File: config.mk
export PLATFORM = sky130hd
export DESIGN_NAME = life_grid_generation_step
export DESIGN_NICKNAME = d
export VERILOG_FILES = /design/src/hw/rtl/lgs_pkg.sv /design/src/hw/rtl/lgs_dpath.sv /design/src/hw/rtl/lgs_ctrl.sv /design/src/hw/rtl/life_grid_generation_step.sv
export SDC_FILE = /design/constraint.sdc
export NUM_CORES = 2
export LEC_CHECK = 0
export ABC_AREA = 1
export BUFFER_PORTS_ARGS = -buffer_cell sky130_fd_sc_hd__buf_4
export CAP_MARGIN = 20
export CORE_UTILIZATION = 40
export CTS_CLUSTER_DIAMETER = 150
export CTS_CLUSTER_SIZE = 16
export DETAILED_ROUTE_END_ITERATION = 7
export PLACE_DENSITY = 0.6
export SYNTH_ARGS = -nofsm -noshare
export SYNTH_HDL_FRONTEND = slang
export SYNTH_SLANG_ARGS = --single-unit
File: constraint.sdc
create_clock -name i_clk -period 20.9 [get_ports i_clk]
set_clock_uncertainty 0.1 [all_clocks]
set_input_delay 6.27 -clock i_clk [delete_from_list [all_inputs] [get_ports i_clk]]
set_output_delay 6.27 -clock i_clk [all_outputs]
set_load 0.02 [all_outputs]
File: src/hw/rtl/lgs_pkg.sv
// ---------------------------------------------------------------------------
// lgs_pkg
// Shared codes, widths and the controller-to-datapath command bundle.
// ---------------------------------------------------------------------------
package lgs_pkg;

    localparam int CFG_W   = 6;
    localparam int COUNT_W = 11;

    localparam logic [COUNT_W-1:0] COUNT_MAX     = 11'h7FF;
    localparam logic [CFG_W-1:0]   CFG_DIM_RESET = 6'd32;

    localparam logic [1:0] MODE_WRITE = 2'd0;
    localparam logic [1:0] MODE_READ  = 2'd1;
    localparam logic [1:0] MODE_STEP  = 2'd2;

    localparam logic CFG_ROWS = 1'b0;
    localparam logic CFG_COLS = 1'b1;

    localparam logic [3:0] NBR_BIRTH = 4'd3;
    localparam logic [3:0] NBR_KEEP  = 4'd2;

    typedef struct packed {
        logic latch;
        logic cell_rd;
        logic cell_wr;
        logic cell_out;
        logic step_clr;
        logic step_rd;
        logic load_mid;
        logic load_dn;
        logic calc;
        logic cnt;
        logic shift;
        logic shift_fill;
        logic finish;
    } t_dp_cmd;

endpackage

File: src/hw/rtl/lgs_dpath.sv
// ---------------------------------------------------------------------------
// lgs_dpath
// Two row-wide grid banks, three-row window, row rule evaluation and the
// serial change counter.
// ---------------------------------------------------------------------------
module lgs_dpath #(
    parameter int MAX_ROWS = 32,
    parameter int MAX_COLS = 32
) (
    input  logic                              i_clk,
    input  logic                              i_rst_n,
    input  lgs_pkg::t_dp_cmd                  i_cmd,
    input  logic [4:0]                        i_row,
    input  logic [4:0]                        i_col,
    input  logic                              i_alive_in,
    input  logic [lgs_pkg::CFG_W-1:0]         i_rows_cfg,
    input  logic [lgs_pkg::CFG_W-1:0]         i_cols_cfg,
    input  logic [$clog2(MAX_ROWS)-1:0]       i_step_row,
    input  logic [$clog2(MAX_ROWS)-1:0]       i_rd_row,
    output logic                              o_alive_out,
    output logic [lgs_pkg::COUNT_W-1:0]       o_change_count
);

    localparam int RIW = $clog2(MAX_ROWS);
    localparam int CIW = $clog2(MAX_COLS);
    localparam int RCW = (RIW + 1 > lgs_pkg::CFG_W) ? RIW + 1 : lgs_pkg::CFG_W;
    localparam int CCW = (CIW + 1 > lgs_pkg::CFG_W) ? CIW + 1 : lgs_pkg::CFG_W;

    logic [MAX_COLS-1:0]         r_mem [2][MAX_ROWS];
    logic [1:0][MAX_ROWS-1:0]    r_valid;
    logic                        r_active;
    logic [lgs_pkg::COUNT_W-1:0] r_changes;
    logic                        r_alive;

    logic [RIW-1:0]      r_cell_row;
    logic [CIW-1:0]      r_cell_col;
    logic                r_cell_val;
    logic                r_cell_ok;

    logic [MAX_COLS-1:0] r_rd_raw;
    logic                r_rd_vld;
    logic [MAX_COLS-1:0] r_up;
    logic [MAX_COLS-1:0] r_mid;
    logic [MAX_COLS-1:0] r_dn;
    logic [MAX_COLS-1:0] r_chg;

    logic                rd_en;
    logic [RIW-1:0]      rd_row;
    logic [MAX_COLS-1:0] rd_data;
    logic [MAX_COLS-1:0] cell_row_mod;
    logic                wr_en;
    logic                wr_bank;
    logic [RIW-1:0]      wr_row;
    logic [MAX_COLS-1:0] wr_data;

    logic [MAX_COLS-1:0] colmask;
    logic                up_ok;
    logic                mid_ok;
    logic                dn_ok;
    logic [MAX_COLS-1:0] up_m;
    logic [MAX_COLS-1:0] mid_m;
    logic [MAX_COLS-1:0] dn_m;
    logic [MAX_COLS+1:0] up_p;
    logic [MAX_COLS+1:0] mid_p;
    logic [MAX_COLS+1:0] dn_p;
    logic [3:0]          nbr [MAX_COLS];
    logic [MAX_COLS-1:0] nxt;
    logic [MAX_COLS-1:0] new_row;
    logic [MAX_COLS-1:0] chg;

    assign rd_en   = i_cmd.cell_rd | i_cmd.step_rd;
    assign rd_row  = i_cmd.cell_rd ? r_cell_row : i_rd_row;
    assign rd_data = r_rd_vld ? r_rd_raw : '0;

    always_comb begin
        cell_row_mod = rd_data;
        cell_row_mod[r_cell_col] = r_cell_val;
    end

    assign wr_en   = (i_cmd.cell_wr & r_cell_ok) | i_cmd.calc;
    assign wr_bank = i_cmd.calc ? ~r_active : r_active;
    assign wr_row  = i_cmd.calc ? i_step_row : r_cell_row;
    assign wr_data = i_cmd.calc ? new_row : cell_row_mod;

    always_ff @(posedge i_clk) begin
        if (rd_en) begin
            r_rd_raw <= r_mem[r_active][rd_row];
            r_rd_vld <= r_valid[r_active][rd_row];
        end
        if (wr_en) begin
            r_mem[wr_bank][wr_row] <= wr_data;
        end
    end

    always_comb begin
        for (int c = 0; c < MAX_COLS; c++) begin
            colmask[c] = CCW'(c) < CCW'(i_cols_cfg);
        end
    end

    assign up_ok  = RCW'(i_step_row) <= RCW'(i_rows_cfg);
    assign mid_ok = RCW'(i_step_row) <  RCW'(i_rows_cfg);
    assign dn_ok  = (RCW'(i_step_row) + RCW'(1)) < RCW'(i_rows_cfg);

    assign up_m  = up_ok  ? (r_up  & colmask) : '0;
    assign mid_m = mid_ok ? (r_mid & colmask) : '0;
    assign dn_m  = dn_ok  ? (r_dn  & colmask) : '0;

    assign up_p  = {1'b0, up_m,  1'b0};
    assign mid_p = {1'b0, mid_m, 1'b0};
    assign dn_p  = {1'b0, dn_m,  1'b0};

    always_comb begin
        for (int c = 0; c < MAX_COLS; c++) begin
            nbr[c] = 4'(up_p[c]) + 4'(up_p[c+1]) + 4'(up_p[c+2])
                   + 4'(mid_p[c]) + 4'(mid_p[c+2])
                   + 4'(dn_p[c]) + 4'(dn_p[c+1]) + 4'(dn_p[c+2]);
            nxt[c] = (nbr[c] == lgs_pkg::NBR_BIRTH)
                   | (mid_m[c] & (nbr[c] == lgs_pkg::NBR_KEEP));
            new_row[c] = (mid_ok & colmask[c]) ? nxt[c] : r_mid[c];
            chg[c]     = mid_ok & colmask[c] & (nxt[c] != mid_m[c]);
        end
    end

    always_ff @(posedge i_clk) begin
        if (i_cmd.latch) begin
            r_cell_row <= RIW'(i_row);
            r_cell_col <= CIW'(i_col);
            r_cell_val <= i_alive_in;
            r_cell_ok  <= (32'(i_row) < MAX_ROWS) && (32'(i_col) < MAX_COLS);
        end
        if (i_cmd.step_clr) begin
            r_up  <= '0;
            r_mid <= '0;
            r_dn  <= '0;
        end else if (i_cmd.shift) begin
            r_up  <= r_mid;
            r_mid <= r_dn;
            r_dn  <= i_cmd.shift_fill ? rd_data : '0;
        end else begin
            if (i_cmd.load_mid) begin
                r_mid <= rd_data;
            end
            if (i_cmd.load_dn) begin
                r_dn <= rd_data;
            end
        end
        if (i_cmd.calc) begin
            r_chg <= chg;
        end else if (i_cmd.cnt) begin
            r_chg <= r_chg >> 1;
        end
    end

    always_ff @(posedge i_clk) begin
        if (!i_rst_n) begin
            r_valid   <= '0;
            r_active  <= 1'b0;
            r_changes <= '0;
            r_alive   <= 1'b0;
        end else begin
            if (i_cmd.cell_wr && r_cell_ok) begin
                r_valid[r_active][r_cell_row] <= 1'b1;
            end
            if (i_cmd.calc) begin
                r_valid[~r_active][i_step_row] <= 1'b1;
            end
            if (i_cmd.step_clr) begin
                r_changes <= '0;
            end else if (i_cmd.cnt && r_chg[0] && (r_changes != lgs_pkg::COUNT_MAX)) begin
                r_changes <= r_changes + 1'b1;
            end
            if (i_cmd.finish) begin
                r_active <= ~r_active;
            end
            if (i_cmd.latch) begin
                r_alive <= 1'b0;
            end else if (i_cmd.cell_out) begin
                r_alive <= r_cell_ok & rd_data[r_cell_col];
            end
        end
    end

    assign o_alive_out    = r_alive;
    assign o_change_count = r_changes;

endmodule

File: src/hw/rtl/lgs_ctrl.sv
// ---------------------------------------------------------------------------
// lgs_ctrl
// Transaction sequencer: cell access and the row-by-row generation sweep.
// ---------------------------------------------------------------------------
module lgs_ctrl #(
    parameter int MAX_ROWS = 32,
    parameter int MAX_COLS = 32
) (
    input  logic                        i_clk,
    input  logic                        i_rst_n,
    input  logic                        i_start,
    input  logic [1:0]                  i_mode,
    output lgs_pkg::t_dp_cmd            o_cmd,
    output logic [$clog2(MAX_ROWS)-1:0] o_step_row,
    output logic [$clog2(MAX_ROWS)-1:0] o_rd_row,
    output logic                        o_busy,
    output logic                        o_done
);

    localparam int RIW = $clog2(MAX_ROWS);
    localparam int CIW = $clog2(MAX_COLS);

    localparam logic [RIW-1:0] LAST_ROW = RIW'(MAX_ROWS - 1);
    localparam logic [CIW-1:0] LAST_COL = CIW'(MAX_COLS - 1);

    localparam logic [2:0] S_IDLE  = 3'd0;
    localparam logic [2:0] S_CRD   = 3'd1;
    localparam logic [2:0] S_CFIN  = 3'd2;
    localparam logic [2:0] S_SINIT = 3'd3;
    localparam logic [2:0] S_SL0   = 3'd4;
    localparam logic [2:0] S_SL1   = 3'd5;
    localparam logic [2:0] S_SCALC = 3'd6;
    localparam logic [2:0] S_SCNT  = 3'd7;

    logic [2:0]     r_state, n_state;
    logic [1:0]     r_mode,  n_mode;
    logic [RIW-1:0] r_row,   n_row;
    logic [CIW-1:0] r_col,   n_col;
    logic           r_done,  n_done;

    logic [RIW:0]   row2;
    logic           row2_ok;

    assign row2    = {1'b0, r_row} + (RIW+1)'(2);
    assign row2_ok = row2 < (RIW+1)'(MAX_ROWS);

    always_comb begin
        n_state  = r_state;
        n_mode   = r_mode;
        n_row    = r_row;
        n_col    = r_col;
        n_done   = 1'b0;
        o_cmd    = '0;
        o_rd_row = '0;
        case (r_state)
            S_IDLE: begin
                if (i_start) begin
                    o_cmd.latch = 1'b1;
                    n_mode      = i_mode;
                    case (i_mode)
                        lgs_pkg::MODE_WRITE: n_state = S_CRD;
                        lgs_pkg::MODE_READ:  n_state = S_CRD;
                        lgs_pkg::MODE_STEP:  n_state = S_SINIT;
                        default:             n_done  = 1'b1;
                    endcase
                end
            end
            S_CRD: begin
                o_cmd.cell_rd = 1'b1;
                n_state       = S_CFIN;
            end
            S_CFIN: begin
                o_cmd.cell_wr  = (r_mode == lgs_pkg::MODE_WRITE);
                o_cmd.cell_out = (r_mode == lgs_pkg::MODE_READ);
                n_done         = 1'b1;
                n_state        = S_IDLE;
            end
            S_SINIT: begin
                o_cmd.step_clr = 1'b1;
                o_cmd.step_rd  = 1'b1;
                n_row          = '0;
                n_state        = S_SL0;
            end
            S_SL0: begin
                o_cmd.load_mid = 1'b1;
                o_cmd.step_rd  = 1'b1;
                o_rd_row       = RIW'(1);
                n_state        = S_SL1;
            end
            S_SL1: begin
                o_cmd.load_dn = 1'b1;
                n_state       = S_SCALC;
            end
            S_SCALC: begin
                o_cmd.calc    = 1'b1;
                o_cmd.step_rd = row2_ok;
                o_rd_row      = RIW'(row2);
                n_col         = '0;
                n_state       = S_SCNT;
            end
            S_SCNT: begin
                o_cmd.cnt = 1'b1;
                if (r_col == LAST_COL) begin
                    if (r_row == LAST_ROW) begin
                        o_cmd.finish = 1'b1;
                        n_done       = 1'b1;
                        n_state      = S_IDLE;
                    end else begin
                        o_cmd.shift      = 1'b1;
                        o_cmd.shift_fill = row2_ok;
                        n_row            = r_row + 1'b1;
                        n_state          = S_SCALC;
                    end
                end else begin
                    n_col = r_col + 1'b1;
                end
            end
            default: n_state = S_IDLE;
        endcase
    end

    always_ff @(posedge i_clk) begin
        if (!i_rst_n) begin
            r_state <= S_IDLE;
            r_done  <= 1'b0;
            r_mode  <= lgs_pkg::MODE_WRITE;
            r_row   <= '0;
            r_col   <= '0;
        end else begin
            r_state <= n_state;
            r_done  <= n_done;
            r_mode  <= n_mode;
            r_row   <= n_row;
            r_col   <= n_col;
        end
    end

    assign o_step_row = r_row;
    assign o_busy     = (r_state != S_IDLE);
    assign o_done     = r_done;

endmodule

File: src/hw/rtl/life_grid_generation_step.sv
// ---------------------------------------------------------------------------
// life_grid_generation_step
// B3/S23 grid, no wrap, two row-wide banks swapped after each generation.
// Cell write/read: o_done follows the S_CRD and S_CFIN states; unused mode: o_done
// is raised from S_IDLE. Generation: S_SINIT, S_SL0 and S_SL1 load the window, then
// each row takes S_SCALC and S_SCNT, whose change counter takes one column per cycle.
// One transaction at a time; o_done is a single-cycle strobe, no back-pressure.
// Synchronous active-low reset: grid reads as dead, regions 32x32, count zero.
// ---------------------------------------------------------------------------
module life_grid_generation_step #(
    parameter int MAX_ROWS = 32,
    parameter int MAX_COLS = 32
) (
    input  logic                         i_clk,
    input  logic                         i_rst_n,
    input  logic                         i_start,
    output logic                         o_busy,
    output logic                         o_done,
    input  logic [1:0]                   i_mode,
    input  logic [4:0]                   i_row,
    input  logic [4:0]                   i_col,
    input  logic                         i_alive_in,
    output logic                         o_alive_out,
    output logic [lgs_pkg::COUNT_W-1:0]  o_change_count,
    input  logic                         i_cfg_wr_en,
    input  logic                         i_cfg_addr,
    input  logic [lgs_pkg::CFG_W-1:0]    i_cfg_wdata
);

    localparam int RIW = $clog2(MAX_ROWS);

    logic [lgs_pkg::CFG_W-1:0] r_rows_cfg;
    logic [lgs_pkg::CFG_W-1:0] r_cols_cfg;

    lgs_pkg::t_dp_cmd cmd;
    logic [RIW-1:0]   step_row;
    logic [RIW-1:0]   rd_row;

    always_ff @(posedge i_clk) begin
        if (!i_rst_n) begin
            r_rows_cfg <= lgs_pkg::CFG_DIM_RESET;
            r_cols_cfg <= lgs_pkg::CFG_DIM_RESET;
        end else if (i_cfg_wr_en) begin
            case (i_cfg_addr)
                lgs_pkg::CFG_ROWS: r_rows_cfg <= i_cfg_wdata;
                lgs_pkg::CFG_COLS: r_cols_cfg <= i_cfg_wdata;
                default: ;
            endcase
        end
    end

    lgs_ctrl #(
        .MAX_ROWS (MAX_ROWS),
        .MAX_COLS (MAX_COLS)
    ) u_ctrl (
        .i_clk      (i_clk),
        .i_rst_n    (i_rst_n),
        .i_start    (i_start),
        .i_mode     (i_mode),
        .o_cmd      (cmd),
        .o_step_row (step_row),
        .o_rd_row   (rd_row),
        .o_busy     (o_busy),
        .o_done     (o_done)
    );

    lgs_dpath #(
        .MAX_ROWS (MAX_ROWS),
        .MAX_COLS (MAX_COLS)
    ) u_dpath (
        .i_clk          (i_clk),
        .i_rst_n        (i_rst_n),
        .i_cmd          (cmd),
        .i_row          (i_row),
        .i_col          (i_col),
        .i_alive_in     (i_alive_in),
        .i_rows_cfg     (r_rows_cfg),
        .i_cols_cfg     (r_cols_cfg),
        .i_step_row     (step_row),
        .i_rd_row       (rd_row),
        .o_alive_out    (o_alive_out),
        .o_change_count (o_change_count)
    );

    a_done_idle : assert property (@(posedge i_clk) disable iff (!i_rst_n)
        o_done |-> !o_busy)
        else $error("done while busy");

    a_cell_timing : assert property (@(posedge i_clk) disable iff (!i_rst_n)
        (i_start && !o_busy &&
         (i_mode == lgs_pkg::MODE_WRITE || i_mode == lgs_pkg::MODE_READ))
        |=> o_busy ##1 !o_done ##1 o_done)
        else $error("cell transaction latency wrong");

    a_count_hold : assert property (@(posedge i_clk) disable iff (!i_rst_n)
        (!o_busy && $past(!o_busy)) |-> $stable(o_change_count))
        else $error("change count moved while idle");

endmodule
==> key figures <==
Pwr
  – PwrDens: ~85 nW/µm²
  – Tot Pwr: 9.72 mW
  – LEAKAGE: roughly 39 nW
  – Peak VDD IR: between 0.09 and 0.1 mV

Place
  – GP Congestion: between 0.9 and 1
  – Pre-CTS setup slack: roughly 13 ns
  – Post-DP HPWL: ~170 mm
  – I/O Buffers: 37

STA
  – Final Hold Vio Count: 0
  – Post-route clock period utilization: between 30% and 40%
  – Setup tns final: 0 ns
  – RSZ-0062 raised after global routing: false
  – Measured slew at the worst slew-check pin: 1.13 ns
  – Final Worst Setup Slack: 12.75 ns
  – Clock period minus final worst setup slack: 8.15 ns
  – Finish-stage setup viols: 0
  – Max-slew headroom: 24.2%
  – Fmax: between 100 and 150 MHz
  – Max-slew violations: 0

Global routing
  – Antenna violations before repair: 11
  – Vias in the first global route: about 68000
  – GRT Util Overall: 23.5%
  – First-pass GRT wire length: ~460 mm
  – Pin count of the biggest net entering global routing: around 150
  – Remaining Overflow, GRT: 0

Detailed routing
  – Pre-antenna DRT Iters: 8
  – Routed Antenna Nets: 0
  – WL per Instance: ~26 µm
  – Total number of vias: 70802
  – Drt total wl: 317 mm
  – Vias/cell: between 5 and 6
  – Post-route DRC: 0
  – First DRT Iteration DRCs: between 8000 and 9000

Yosys
  – Number of synthesized flops with an enable pin: ~2100
  – Yosys warning count: 0
  – Top_reg_cell synth: edfxtp_1
  – Netlist cell types: 50
  – #FFs+latches synth: between 2000 and 2500
  – Seq/Total Area, Yosys: approximately two thirds
  – Syn Area/Cell: 11.6 µm²
  – Post-Syn Instances: roughly 9000
  – Post-Syn Area: 105000 µm²
  – Asr flop ratio synth: 0%
  – Post-Syn Nets: 9248

Final layout
  – Layout Nets: 9082
  – Reg area: about 68000 µm²
  – Fill cells: about 24000
  – Syn-to-layout area delta: 8.87%
  – Multi-input logic area: 33500 µm²
  – Layout cells sized above 1: 7.21%

Worst setup path
  – Crit. End Element: output pin
  – CP startpoint kind: flip-flop
  – Req. time, crit path: approximately 15 ns
  – Kind of critical path: reg2out
  – Worst EP arrival: 1.78 ns
  – Worst-path fanout max: 7

CTS
  – Clock slew at reported path FFs: 0.08 ns
  – Clk_lat worst skew: about 0.86 ns
  – Post-CTS resize count: 0
  – Post-CTS setup buffer count: 0
  – Clk root buf: clkbuf_16
  – Hold buffers post-CTS: 0
  – Num CTS Buffers: about 160
  – CTS Buffer Depth: 3
  – H-tree levels: 4
  – TritonCTS clock tree: yes
  – CTS sink count: around 2300

Floorplanning
  – Initial Utilization: just over 40%
  – Overall die height: 514 µm
  – Die ar.: 264000 µm²
  – Row count: between 150 and 200
  – Num ports: 38
  – CORE AREA: between 200000 and 300000 µm²
  – Chip Width: 514 µm

Run status
  – Status: completed

Run
  – Max-cap violations: 0

Worst hold path
  – Type of the worst min-delay path: reg2reg
## area by class of cell
class | instances | share of cell area, %
antenna | 5 | 0.0110
inverter | 525 | 1.75
timing repair buffer | 224 | 1.62
clock inverter | 16 | 0.204
multi-input combinational | 5581 | 29.4
clock buffer | 194 | 3.70
sequential | 2326 | 59.5
tap | 3496 | 3.84
## cells by family after synthesis
kind of cell	Yosys count	synth area share, %
flip-flops	2326	64.8
adder cells (fa/ha/maj)	237	3.71
AO/OA/AOI/OAI	979	5.67
XOR/XNOR	6	0.0502
buffers and inverters	1080	4.18
multiplexers	584	5.58
AND/OR/NAND/NOR	3775	16.0
## where the power goes
group	internal (mW)	switching, mW
registers	5.30	0.0378
logic	0.271	1.10
clock network	1.43	1.58
total	7.00	2.72
## sequential cells by signal, indices dropped and copies added (netlist names), 2 cells and up, named ones only
register                cells
u_dpath.r_rd_raw           32
u_dpath.r_up               32
u_dpath.r_chg              32
u_ctrl.o_step_row           5
u_ctrl.r_state              3
u_dpath.r_mem            2048
u_dpath.r_mid              32
u_dpath.r_valid            64
u_dpath.o_change_count     11
u_ctrl.r_col                5
u_dpath.r_cell_row          5
u_dpath.r_cell_col          5
r_cols_cfg                  6
r_rows_cfg                  6
u_dpath.r_dn               32
u_ctrl.r_mode               2
## cell usage after synthesis (all sizes together) (54+ instances only)
library cell,number,share of area [%]
a31oi,71,0.42
nor3,67,0.33
a21boi,279,2.0
ha,115,1.4
inv,523,1.9
nor2,352,1.3
o21ai,252,1.2
dfxtp,202,3.9
a21oi,290,1.4
mux2i,584,5.6
nand2,1551,5.6
nand4,54,0.32
clkbuf,308,1.1
or2,95,0.57
nand3,1642,7.9
fa,122,2.3
edfxtp,2124,61
buf,247,1.2
## through the flow
stage / hold WS, ns / utilization [%] / area (µm²) / instances
3_3_place_gp: 0.351 / 42.1 / 109000 / 12148
6_report: 0.371 / 43.8 / 114000 / 12367
3_5_place_dp: 0.360 / 42.1 / 109000 / 12149
2_1_floorplan: 0.331 / - / 105000 / 8987
4_1_cts: 0.371 / 43.8 / 114000 / 12359
5_1_grt: 0.397 / 43.8 / 114000 / 12363
## worst paths after layout
kind,cells past startpoint,start,endpoint,slack (ns)
max,3,u_ctrl.r_state[2],o_busy,12.75
max reg2reg,22,u_ctrl.o_step_row[4],u_dpath.r_mem[0][312],13.25
min,2,u_ctrl.r_col[4],u_ctrl.r_col[4],0.37
min reg2reg,2,u_ctrl.r_col[4],u_ctrl.r_col[4],0.37
## critical path, stage by stage (launching register included)
cell and delay (ns):
dfxtp_1 0.54, inv_2 0.12, nand2_1 0.15, buf_4 0.16
## cell usage in the layout, fill, tap and decap left out, types with 15 or more instances in the layout
cell and n:
nor3_2 22, nor3_1 45, buf_4 211, nand2_1 1541, a21oi_1 279, fa_1 122, dfxtp_1 200, ha_1 115
clkbuf_1 30, nor2_4 46, inv_1 511, nand3_1 1639, or2_2 95, nand4_1 54, a31oi_1 58, a211oi_1 15
clkbuf_16 164, o21ai_0 239, edfxtp_1 2124, nor2_1 302, mux2i_1 584, a21boi_0 279
## metal layers
layer	track usage [%]	vias up	wire length [µm]
li1	-	31617	-
met1	32.7	35548	134000
met2	37.3	3128	145000
met3	3.69	509	26200
met4	8.19	0	11600
met5	0	-	0
Note: power is estimated with default switching activity, not from simulation.
